**src/hw/rtl/sbl_pkg.sv**
```systemverilog
`timescale 1ns / 1ps

package sbl_pkg;

    // longest line taken in, in bytes
    localparam int MAX_LINE = 256;

    // bytes_seen must hold MAX_LINE itself
    localparam int SEEN_W = $clog2(MAX_LINE + 1);

    localparam int CNT_W = 9;
    localparam int POS_W = 8;

    localparam logic [CNT_W-1:0] CNT_MAX = '1;
    localparam logic [POS_W-1:0] POS_MAX = '1;

    localparam logic [7:0] CH_SPACE = 8'h20;
    localparam logic [7:0] CH_TAB   = 8'h09;
    localparam logic [7:0] CH_LF    = 8'h0a;
    localparam logic [7:0] CH_NUL   = 8'h00;

    typedef struct packed {
        logic             write_valid;
        logic             target;
        logic [POS_W-1:0] position;
        logic [7:0]       char_value;
        logic             done_res;
        logic             status;
        logic [CNT_W-1:0] interp_len;
        logic [CNT_W-1:0] arg_len;
        logic             has_arg;
    } res_t;

endpackage

```
**src/hw/rtl/shebang_line_parser.sv**
```systemverilog
`timescale 1ns / 1ps

// Shebang line parser. Takes the bytes of a script's first line (after the
// "#!" prefix), one beat per byte, and for each beat returns one result beat
// that says whether the byte is stored into the interpreter name (target 0)
// or the single unsplit argument (target 1), and at which position. Leading
// blanks and the blanks between interpreter and argument are dropped; a
// newline or NUL byte, or reaching MAX_LINE bytes, ends the line and later
// bytes are ignored. The beat flagged last carries done_res together with the
// interpreter length, the argument length with trailing blanks stripped,
// has_arg and status (1 for a blank line), and returns the parser to its
// start state. Throughput is one beat per clock while in_stall is low: the
// parse state and the result are worked out in one pass of short logic and
// the result is registered in the output register. A skid register behind
// the output register lets the block take one more beat while the output
// is stalled; in_stall is raised only when that skid slot is full.
module shebang_line_parser
    import sbl_pkg::*;
(
    input  logic             clk,
    input  logic             rst_n,

    // input beat channel
    input  logic             in_valid,
    output logic             in_stall,
    input  logic             present,
    input  logic [7:0]       line_byte,
    input  logic             last,

    // result beat channel
    output logic             out_valid,
    input  logic             out_stall,
    output logic             write_valid,
    output logic             target,
    output logic [POS_W-1:0] position,
    output logic [7:0]       char_value,
    output logic             done_res,
    output logic             status,
    output logic [CNT_W-1:0] interp_len,
    output logic [CNT_W-1:0] arg_len,
    output logic             has_arg
);

    // parse phases
    localparam logic [1:0] PH_LEAD   = 2'd0;
    localparam logic [1:0] PH_INTERP = 2'd1;
    localparam logic [1:0] PH_GAP    = 2'd2;
    localparam logic [1:0] PH_ARG    = 2'd3;

    // parse state
    logic [1:0]        phase_reg, phase_next;
    logic              line_ended_reg, line_ended_next;
    logic [SEEN_W-1:0] bytes_seen_reg, bytes_seen_next;
    logic [CNT_W-1:0]  interp_count_reg, interp_count_next;
    logic [CNT_W-1:0]  arg_count_reg, arg_count_next;
    logic [CNT_W-1:0]  arg_trim_reg, arg_trim_next;

    // output register and skid slot
    logic              out_valid_reg;
    res_t              out_reg;
    logic              skid_valid_reg;
    res_t              skid_reg;

    res_t              res;
    logic              in_fire;
    logic              out_fire;
    logic              is_blank;
    logic              is_term;
    logic              under_max;
    logic              take;
    logic [1:0]        phase_upd;

    assign in_stall = skid_valid_reg;
    assign in_fire  = in_valid && !in_stall;
    assign out_fire = out_valid_reg && !out_stall;

    assign is_blank  = (line_byte == CH_SPACE) || (line_byte == CH_TAB);
    assign is_term   = (line_byte == CH_LF) || (line_byte == CH_NUL);
    assign under_max = bytes_seen_reg < SEEN_W'(MAX_LINE);

    // a byte is stored only while the line is still open
    assign take = present && !line_ended_reg && !is_term && under_max;

    always_comb
    begin
        priority if (phase_reg == PH_LEAD && !is_blank)
        begin
            phase_upd = PH_INTERP;
        end
        else if (phase_reg == PH_GAP && !is_blank)
        begin
            phase_upd = PH_ARG;
        end
        else if (phase_reg == PH_INTERP && is_blank)
        begin
            phase_upd = PH_GAP;
        end
        else
        begin
            phase_upd = phase_reg;
        end
    end

    always_comb
    begin
        phase_next        = phase_reg;
        line_ended_next   = line_ended_reg;
        bytes_seen_next   = bytes_seen_reg;
        interp_count_next = interp_count_reg;
        arg_count_next    = arg_count_reg;
        arg_trim_next     = arg_trim_reg;
        res               = '0;

        // newline, NUL or a full line closes it
        if (present && !line_ended_reg && !take)
        begin
            line_ended_next = 1'b1;
        end

        if (take)
        begin
            bytes_seen_next = bytes_seen_reg + SEEN_W'(1);
            phase_next      = phase_upd;

            if (phase_upd == PH_INTERP && !is_blank)
            begin
                res.write_valid   = 1'b1;
                res.target        = 1'b0;
                res.position      = (interp_count_reg < CNT_W'(POS_MAX)) ?
                                    interp_count_reg[POS_W-1:0] : POS_MAX;
                res.char_value    = line_byte;
                interp_count_next = (interp_count_reg != CNT_MAX) ?
                                    interp_count_reg + CNT_W'(1) : CNT_MAX;
            end
            else if (phase_upd == PH_ARG)
            begin
                res.write_valid = 1'b1;
                res.target      = 1'b1;
                res.position    = (arg_count_reg < CNT_W'(POS_MAX)) ?
                                  arg_count_reg[POS_W-1:0] : POS_MAX;
                res.char_value  = line_byte;
                arg_count_next  = (arg_count_reg != CNT_MAX) ?
                                  arg_count_reg + CNT_W'(1) : CNT_MAX;
                // trailing blanks do not move the trimmed length
                if (!is_blank)
                begin
                    arg_trim_next = arg_count_next;
                end
            end
        end

        // the last beat reports totals, then the parser starts afresh
        if (last)
        begin
            res.done_res      = 1'b1;
            res.status        = (interp_count_next == '0);
            res.interp_len    = interp_count_next;
            res.arg_len       = arg_trim_next;
            res.has_arg       = (arg_trim_next != '0);
            phase_next        = PH_LEAD;
            line_ended_next   = 1'b0;
            bytes_seen_next   = '0;
            interp_count_next = '0;
            arg_count_next    = '0;
            arg_trim_next     = '0;
        end
    end

    always_ff @(posedge clk or negedge rst_n)
    begin
        if (!rst_n)
        begin
            phase_reg        <= PH_LEAD;
            line_ended_reg   <= 1'b0;
            bytes_seen_reg   <= '0;
            interp_count_reg <= '0;
            arg_count_reg    <= '0;
            arg_trim_reg     <= '0;
        end
        else if (in_fire)
        begin
            phase_reg        <= phase_next;
            line_ended_reg   <= line_ended_next;
            bytes_seen_reg   <= bytes_seen_next;
            interp_count_reg <= interp_count_next;
            arg_count_reg    <= arg_count_next;
            arg_trim_reg     <= arg_trim_next;
        end
    end

    // output register with skid slot behind it
    always_ff @(posedge clk or negedge rst_n)
    begin
        if (!rst_n)
        begin
            out_valid_reg  <= 1'b0;
            skid_valid_reg <= 1'b0;
        end
        else
        begin
            if (!out_valid_reg || out_fire)
            begin
                if (skid_valid_reg)
                begin
                    out_valid_reg  <= 1'b1;
                    skid_valid_reg <= 1'b0;
                end
                else
                begin
                    out_valid_reg <= in_fire;
                end
            end
            else if (in_fire)
            begin
                skid_valid_reg <= 1'b1;
            end
        end
    end

    always_ff @(posedge clk)
    begin
        if (!out_valid_reg || out_fire)
        begin
            if (skid_valid_reg)
            begin
                out_reg <= skid_reg;
            end
            else if (in_fire)
            begin
                out_reg <= res;
            end
        end
        else if (in_fire)
        begin
            skid_reg <= res;
        end
    end

    assign out_valid   = out_valid_reg;
    assign write_valid = out_reg.write_valid;
    assign target      = out_reg.target;
    assign position    = out_reg.position;
    assign char_value  = out_reg.char_value;
    assign done_res    = out_reg.done_res;
    assign status      = out_reg.status;
    assign interp_len  = out_reg.interp_len;
    assign arg_len     = out_reg.arg_len;
    assign has_arg     = out_reg.has_arg;

`ifndef SYNTHESIS
    // skid slot only fills behind a held output beat
    a_skid_behind_out: assert property (@(posedge clk) disable iff (!rst_n)
        skid_valid_reg |-> out_valid_reg)
        else $error("skid slot full while output register empty");

    // a last beat returns the parser to its start state
    a_last_clears: assert property (@(posedge clk) disable iff (!rst_n)
        in_fire && last |=> phase_reg == PH_LEAD && bytes_seen_reg == '0 &&
                            !line_ended_reg && interp_count_reg == '0 &&
                            arg_trim_reg == '0)
        else $error("parse state not cleared after last beat");

    // trimmed length never runs ahead of the argument count
    a_trim_bound: assert property (@(posedge clk) disable iff (!rst_n)
        arg_trim_reg <= arg_count_reg)
        else $error("trimmed argument length above argument count");

    // status flags a blank line exactly when no interpreter byte was seen
    a_status_len: assert property (@(posedge clk) disable iff (!rst_n)
        out_valid_reg && done_res |-> status == (interp_len == '0))
        else $error("status disagrees with interpreter length");

    // nothing is stored once the line has ended
    a_no_write_after_end: assert property (@(posedge clk) disable iff (!rst_n)
        in_fire && line_ended_reg |-> !res.write_valid)
        else $error("byte stored after end of line");
`endif

endmodule
```
**config.mk**
```make
export PLATFORM = sky130hd
export DESIGN_NAME = shebang_line_parser
export DESIGN_NICKNAME = d
export VERILOG_FILES = /design/src/hw/rtl/sbl_pkg.sv /design/src/hw/rtl/shebang_line_parser.sv
export SDC_FILE = /design/constraint.sdc
export NUM_CORES = 1
export LEC_CHECK = 0
export ABC_AREA = 1
export BUFFER_PORTS_ARGS = -buffer_cell sky130_fd_sc_hd__buf_4
export CORE_ASPECT_RATIO = 1.25
export CORE_MARGIN = 8
export CORE_UTILIZATION = 40
export CTS_CLUSTER_SIZE = 20
export DETAILED_ROUTE_END_ITERATION = 8
export PLACE_DENSITY = 0.62
export SLEW_MARGIN = 20
export SYNTH_ARGS = -nofsm -noshare
export SYNTH_HDL_FRONTEND = slang
export SYNTH_SLANG_ARGS = --single-unit
```
**constraint.sdc**
```tcl
create_clock -name clk -period 8 [get_ports clk]
set_input_delay 0.8 -clock clk [delete_from_list [all_inputs] [get_ports clk]]
set_output_delay 0.8 -clock clk [all_outputs]
set_load 0.05 [all_outputs]
```
== Word-level counts from Yosys, hierarchy flattened ==
Index checks and enable logic that the tools add are counted.
Operators by class
  add/subtract/negate cells: 3
  multipliers: 0
  div/mod/pow operators: 0
  $lt $le $gt $ge: 3
  eq/ne operators: 10
  shift-type cells: 0
  mux-type cells: 34
  bitwise operators: 1
  reductions and logical operators: 34
Operators by type and width (count)
  9-bit 2-to-1 mux: 16
  39-bit 2-to-1 mux: 2
  18-bit 2-to-1 mux: 3
  9-bit by 1-bit adder with 9-bit output, second input constant: 3
  21-bit 2-to-1 mux: 1
  9-bit by 8-bit less-than comparator with 1-bit output, second input constant: 2
  9-bit != test, second input constant: 2
  8-bit by 4-bit == test with 1-bit output, second input constant: 2
  8-bit 2-to-1 mux: 2
  1-bit logical AND: 10
  2-bit 2-to-1 mux: 5
  2-bit nonzero test: 5
  9-bit logical NOT: 1
  9-bit less-than comparator, second input constant: 1
  9-bit nonzero test: 1
  8-bit by 6-bit == test with 1-bit output, second input constant: 1
  8-bit logical NOT: 1
  2-bit AND reduction: 4
  1-bit logical NOT: 7
  1-bit 2-to-1 mux: 5
  2-bit by 1-bit == test with 1-bit output, second input constant: 2
  2-bit == test, second input constant: 2
  4-bit AND reduction: 1
  1-bit logical OR: 3
  3 further kinds: 3
Storage, ports and cells
  flip-flop bits (word level): 119
  latch bits: 0
  bits in writable memories: 0
  ROM bits: 0
  bits of input ports: 14
  word-level logic and storage cells: 111
  memories: 0

== Logic depth before layout (Yosys ltp) ==
  depth in word-level cells: 14
  mapped depth: 15
  mapped depth without buffers: 15

== Least setup slack after synthesis ==
OpenSTA, ideal clock, no wires.
  path type: reg-to-reg
  from: register skid_valid_reg, in the netlist in_stall
  to: register out_reg, in the netlist arg_len[0] (enable)
  library setup time: 448 ps
  arrival: 3140 ps
  required time: 7552 ps
  path slack: 4411 ps
  stages on the path, launching flop included: 5
  buffers on the path: 2
  clock period less this slack: 3589 ps
  cells stage by stage: dfrtp_1 buf_6 clkbuf_1 nor2_1 a21oi_1
Between the ends
  longest elaborated chain between the ends: 4
Ends and longest elaborated chain
  from (decl): RTL line shebang_line_parser.sv:61  | logic skid_valid_reg;
  from (signal assigned): RTL line shebang_line_parser.sv:197  | skid_valid_reg <= 1'b0;
  from (signal assigned): RTL line shebang_line_parser.sv:206  | skid_valid_reg <= 1'b0;
  from (signal assigned): RTL line shebang_line_parser.sv:215  | skid_valid_reg <= 1'b1;
  1-bit logical NOT: RTL line shebang_line_parser.sv:74  | assign in_fire = in_valid && !in_stall;
  1-bit logical AND: RTL line shebang_line_parser.sv:74
  2-bit nonzero test (no source line) (*)
  2-bit AND reduction (no source line) (*)
  to (signal assigned): RTL line shebang_line_parser.sv:226  | out_reg <= skid_reg;
  to (signal assigned): RTL line shebang_line_parser.sv:230  | out_reg <= res;
  to (decl): RTL line shebang_line_parser.sv:60  | res_t out_reg;
Mark *: on every way between the ends. The rest lies on a longest branch, timed or not.
A chain may end at the register's enable or synchronous reset.

== Worst setup path after layout ==
  from: register arg_count_reg[0]
  to: register out_reg, in the netlist has_arg (data pin)
Between the ends
  longest elaborated chain between the ends: 10
  elaborated cells between the ends (all ways): 11
  classes of those cells: add/sub: 1; eq/ne: 1; mux: 8; reduce/logical: 1
Ends and longest elaborated chain
  from (decl): RTL line shebang_line_parser.sv:55  | logic [CNT_W-1:0] arg_count_reg, arg_count_next;
  from (signal assigned): RTL line shebang_line_parser.sv:186  | arg_count_reg <= arg_count_next;
  9-bit by 1-bit adder with 9-bit output or 9-bit != test (tied branches): RTL line shebang_line_parser.sv:143, shebang_line_parser.sv:142
  9-bit 2-to-1 mux (*): RTL line shebang_line_parser.sv:142  | arg_count_next = (arg_count_reg != CNT_MAX) ?
  9-bit 2-to-1 mux (*): RTL line shebang_line_parser.sv:145  | if (!is_blank)
  9-bit 2-to-1 mux (*): RTL line shebang_line_parser.sv:135  | else if (phase_upd == PH_ARG)
  9-bit 2-to-1 mux (*): RTL line shebang_line_parser.sv:125  | if (phase_upd == PH_INTERP && !is_blank)
  9-bit 2-to-1 mux (*): RTL line shebang_line_parser.sv:120  | if (take)
  9-bit nonzero test (*): RTL line shebang_line_parser.sv:159  | res.has_arg = (arg_trim_next != '0);
  21-bit 2-to-1 mux (*): RTL line shebang_line_parser.sv:153  | if (last)
  39-bit 2-to-1 mux (*): RTL line shebang_line_parser.sv:228  | else if (in_fire)
  39-bit 2-to-1 mux (*): RTL line shebang_line_parser.sv:224  | if (skid_valid_reg)
Mark *: on every way between the ends. The rest lies on a longest branch, timed or not. The select of a mux whose other input is x is not followed.

==> parameters.txt <==
Parameter                              Value

Status
  Result of the run ... completed

Floorplanning
  Number of placement rows ... 48
  Core ar. ... 13900 sq um
  Die W ... 123 um
  Die Outline Area ... 18300 sq um
  Die height ... 149 um
  Count of pins on the block boundary ... 55
  Initial Utilization ... 41.0%

Route
  Detailed-route wire length ... 13.3 mm
  Remaining routing DRC violations ... 0
  Starting DRT DRC Count ... 262
  Detail-routed via count per cell ... 4.99
  Average wire per standard cell ... 15.0 um
  Count of nets left with antenna violations after detail routing ... 0
  First-pass detailed-route iteration total ... 4
  Vias ... 4418

Setup path
  Required @ worst endpoint ... 8.16 ns
  Critical path peak fanout ... 8
  Type of origin of the critical path ... register
  Worst path cell trace ... ha_1 > nand3_1 > nor2_1 > nand3_1 > a21boi_0 > nand2_1 > nand2_1 > nand2_1 > nor2_1 > nand3_1 > nand3_1 > nand2_1
  Arrival time of the worst setup path ... 2.62 ns
  Critical path class ... reg -> reg
  Largest stage delay on the critical path ... 0.45 ns
  Critical path endpoint category ... register
  CP max-delay cell ... sky130_fd_sc_hd__dfrtp_1

Cells and area
  Net count of the finished layout ... 716
  Area of the multi-input gates ... 2000 sq um
  FF/Latch Area ... 3370 sq um
  Area delta synth->final ... 21.2%
  Fill cell instance count of the final layout ... 1282
  Util after Layout ... 49.7%
  Ratio of cells with drive above 1 in the final layout ... 16.2%
  Antenna fix cells ... 0
  Max reg flops ... 39

Timing
  Min Clock Period, post-route ... 2.46 ns
  Hold_ws ... 0.374 ns
  Total of endpoints with negative setup slack in the final report ... 0
  Relative slew slack ... 45.6%
  Number of max-slew violations in the final report ... 0
  Final setup skew ... 0.0108 ns
  Highest Clock Rate ... 406 MHz
  Pin slew with the least headroom to its limit ... 0.815 ns
  RSZ-0062 raised after global routing ... no
  Setup TNS ... 0 ns
  Final clock period utilization by the worst path ... 30.8%
  Final count of hold timing violations ... 0

Yosys
  Compound-gate portion of the synthesized area ... 8.18%
  Post-synthesis share of cell area spent on full adders, half adders and majority gates ... 0.659%
  Share of the synthesized netlist area taken by xor and xnor gates ... 0.923%
  Fraction of synthesis flops using an asynchronous set or reset pin ... 34.5%
  Average instance area after synthesis ... 8.94 sq um
  Number of enable-type register cells in the synthesized netlist ... 78
  Dominant cell by count in the synthesized netlist ... sky130_fd_sc_hd__nand2_1
  Total of warnings raised by yosys ... 0
  Fraction of post-synthesis cell area in the top cell type by area ... 41.1%
  Multiplexer area fraction after synthesis ... 0%
  Most instantiated flip-flop cell in the synthesis netlist ... sky130_fd_sc_hd__edfxtp_1
  Most numerous cell types in the synthesized netlist ... sky130_fd_sc_hd__nand2_1 (224), sky130_fd_sc_hd__edfxtp_1 (78), sky130_fd_sc_hd__nor2_1 (73), sky130_fd_sc_hd__inv_1 (67), sky130_fd_sc_hd__dfrtp_1 (41)
  Main combinational cell family by area after synthesis ... simple AND/OR/NAND/NOR gates
  Biggest area consumer among synthesized cells ... sky130_fd_sc_hd__edfxtp_1
  Number of instances in the synthesized netlist ... 637
  Flops & latches, synth ... 119
  Post-synthesis instance area ... 5690 sq um
  Post-Synthesis Net Count ... 654
  Post-synthesis sequential area ratio ... 59.2%
  Count of distinct cell types in the synthesized netlist ... 40
  Simple-gate portion of the synthesized area ... 25.1%
  Synth top area cells ... sky130_fd_sc_hd__edfxtp_1 (41%), sky130_fd_sc_hd__dfrtp_1 (18%), sky130_fd_sc_hd__nand2_1 (15%)

Place
  DP Wirelength ... 9.41 mm
  Number of buffer cells added on primary ports ... 54
  Routability congestion estimate ... 0.934

Clock network
  CTS tree ... yes
  Max Buffers Root-to-Sink ... 2
  Root cell of the clock tree ... sky130_fd_sc_hd__clkbuf_16
  Number of gates resized after cts ... 0
  Number of sinks driven by the clock tree ... 119
  Clock H-tree levels ... 4
  Post-cts hold buffer count ... 0
  Number of post-CTS setup repair buffers ... 0
  Clk Latency, worst-skew pair ... 0.41 ns
  CTS Buf Count ... 17
  Clock input transition at the sequential cells of the worst setup and hold paths ... 0.05 ns

GRT
  Overall routing resource usage ... 15.2%
  Number of global-route vias before repair ... 4322
  Pin count of the biggest net entering global routing ... 44
  Wire length of the first global-routing pass ... 21.7 mm
  Final global-route overflow total ... 0
  Number of antenna violations at the first check in global routing ... 0

Power and ir drop
  Power per cell area ... 251 nW/um^2
  Highest ir drop seen on vdd ... 0.000108 V
  Standby leakage power ... 3.07 nW

Min path
  Class of the tightest hold or removal check ... in -> async

Flow run
  Max-capacitance violation count ... 0
==> stage by stage <==
step / area [sq um] / total power [mW] / std cells / setup WS [ns]
2_1_floorplan: 5690 / 0.910 / 637 / 4.41
3_3_place_gp: 6280 / 0.985 / 854 / 5.29
3_5_place_dp: 6280 / 0.990 / 854 / 5.22
4_1_cts: 6870 / 1.75 / 885 / 5.54
5_1_grt: 6900 / 1.80 / 886 / 5.30
6_report: 6900 / 1.73 / 886 / 5.54
==> report_power, final <==
| part | total (mW) | internal [mW] | switching [mW] |
|---|---|---|---|
| logic | 0.255 | 0.0697 | 0.185 |
| clock network | 0.753 | 0.485 | 0.268 |
| registers | 0.723 | 0.705 | 0.0177 |
==> layout make-up <==
| type | instances | area share (%) |
|---|---|---|
| clock inverters | 13 | 2.29 |
| clock buffers | 18 | 6.22 |
| inverters | 71 | 3.86 |
| flip-flops and latches | 119 | 48.8 |
| repair buffers | 58 | 6.60 |
| well taps | 175 | 3.17 |
| multi-input cells | 432 | 29.0 |
==> path summary, 6_finish.rpt <==
kind / cells after the start / endpoint / startpoint / slack [ns]
max: 12 / has_arg / arg_count_reg[0] / 5.54
min: 1 / arg_count_reg[1] / rst_n / 0.37
max reg2reg: 12 / has_arg / arg_count_reg[0] / 5.54
min reg2reg: 2 / arg_trim_reg[8] / arg_trim_reg[8] / 0.49
max in group asynchronous: 1 / interp_count_reg[7] / rst_n / 7.23
min in group clk: 2 / arg_trim_reg[8] / arg_trim_reg[8] / 0.49
==> metal layers <==
metal | part of all wire (%) | vias to the layer above | track usage (%)
met5 | 0 | - | 0
met4 | 2.4 | 0 | 7.21
met3 | 5.3 | 30 | 3.37
met2 | 49 | 125 | 24.6
met1 | 43 | 2060 | 18.7
li1 | - | 2203 | -
==> cell families (layout without fill, tap and decap cells) <==
family | count (synthesis) | after routing
fa+ha+maj | 3 | 3
xor+xnor | 6 | 6
simple gates | 346 | 346
buf+inv | 86 | 160
flops | 119 | 119
compound gates | 77 | 77
==> worst max-delay path, delay by kind of cell, from the launching register on <==
family          cells  cell delay [ns]
fa+ha+maj           1             0.26
compound gates      1             0.38
simple gates       10             1.12
flops               1             0.45
==> cell usage in the layout, fill, tap and decap left out, types with 2 or more instances in the layout <==
| cell | Yosys | layout |
|---|---|---|
| sky130_fd_sc_hd__ha_1 | 3 | 3 |
| sky130_fd_sc_hd__o22ai_1 | 23 | 23 |
| sky130_fd_sc_hd__inv_1 | 67 | 67 |
| sky130_fd_sc_hd__nand2_2 | 9 | 9 |
| sky130_fd_sc_hd__clkinv_2 | 0 | 4 |
| sky130_fd_sc_hd__a21oi_1 | 18 | 17 |
| sky130_fd_sc_hd__clkinv_4 | 0 | 2 |
| sky130_fd_sc_hd__o21ai_2 | 2 | 2 |
| sky130_fd_sc_hd__o21ai_0 | 20 | 20 |
| sky130_fd_sc_hd__o21ai_1 | 2 | 2 |
| sky130_fd_sc_hd__inv_2 | 3 | 3 |
| sky130_fd_sc_hd__o21a_1 | 2 | 2 |
| sky130_fd_sc_hd__nor2_1 | 73 | 72 |
| sky130_fd_sc_hd__a211oi_1 | 3 | 3 |
| sky130_fd_sc_hd__edfxtp_1 | 78 | 78 |
| sky130_fd_sc_hd__clkinvlp_4 | 0 | 4 |
| sky130_fd_sc_hd__bufinv_16 | 0 | 3 |
| sky130_fd_sc_hd__dfrtp_1 | 41 | 41 |
| sky130_fd_sc_hd__buf_4 | 0 | 57 |
| sky130_fd_sc_hd__nor2_4 | 3 | 4 |
| sky130_fd_sc_hd__xor2_1 | 4 | 4 |
| sky130_fd_sc_hd__nand2_1 | 224 | 224 |
| sky130_fd_sc_hd__nor3_1 | 7 | 7 |
| sky130_fd_sc_hd__xnor2_1 | 2 | 2 |
| sky130_fd_sc_hd__nand3_1 | 21 | 21 |
| sky130_fd_sc_hd__a31oi_1 | 2 | 2 |
| sky130_fd_sc_hd__clkbuf_16 | 0 | 17 |
No activity file was read; power rests on OpenSTA's default activity.
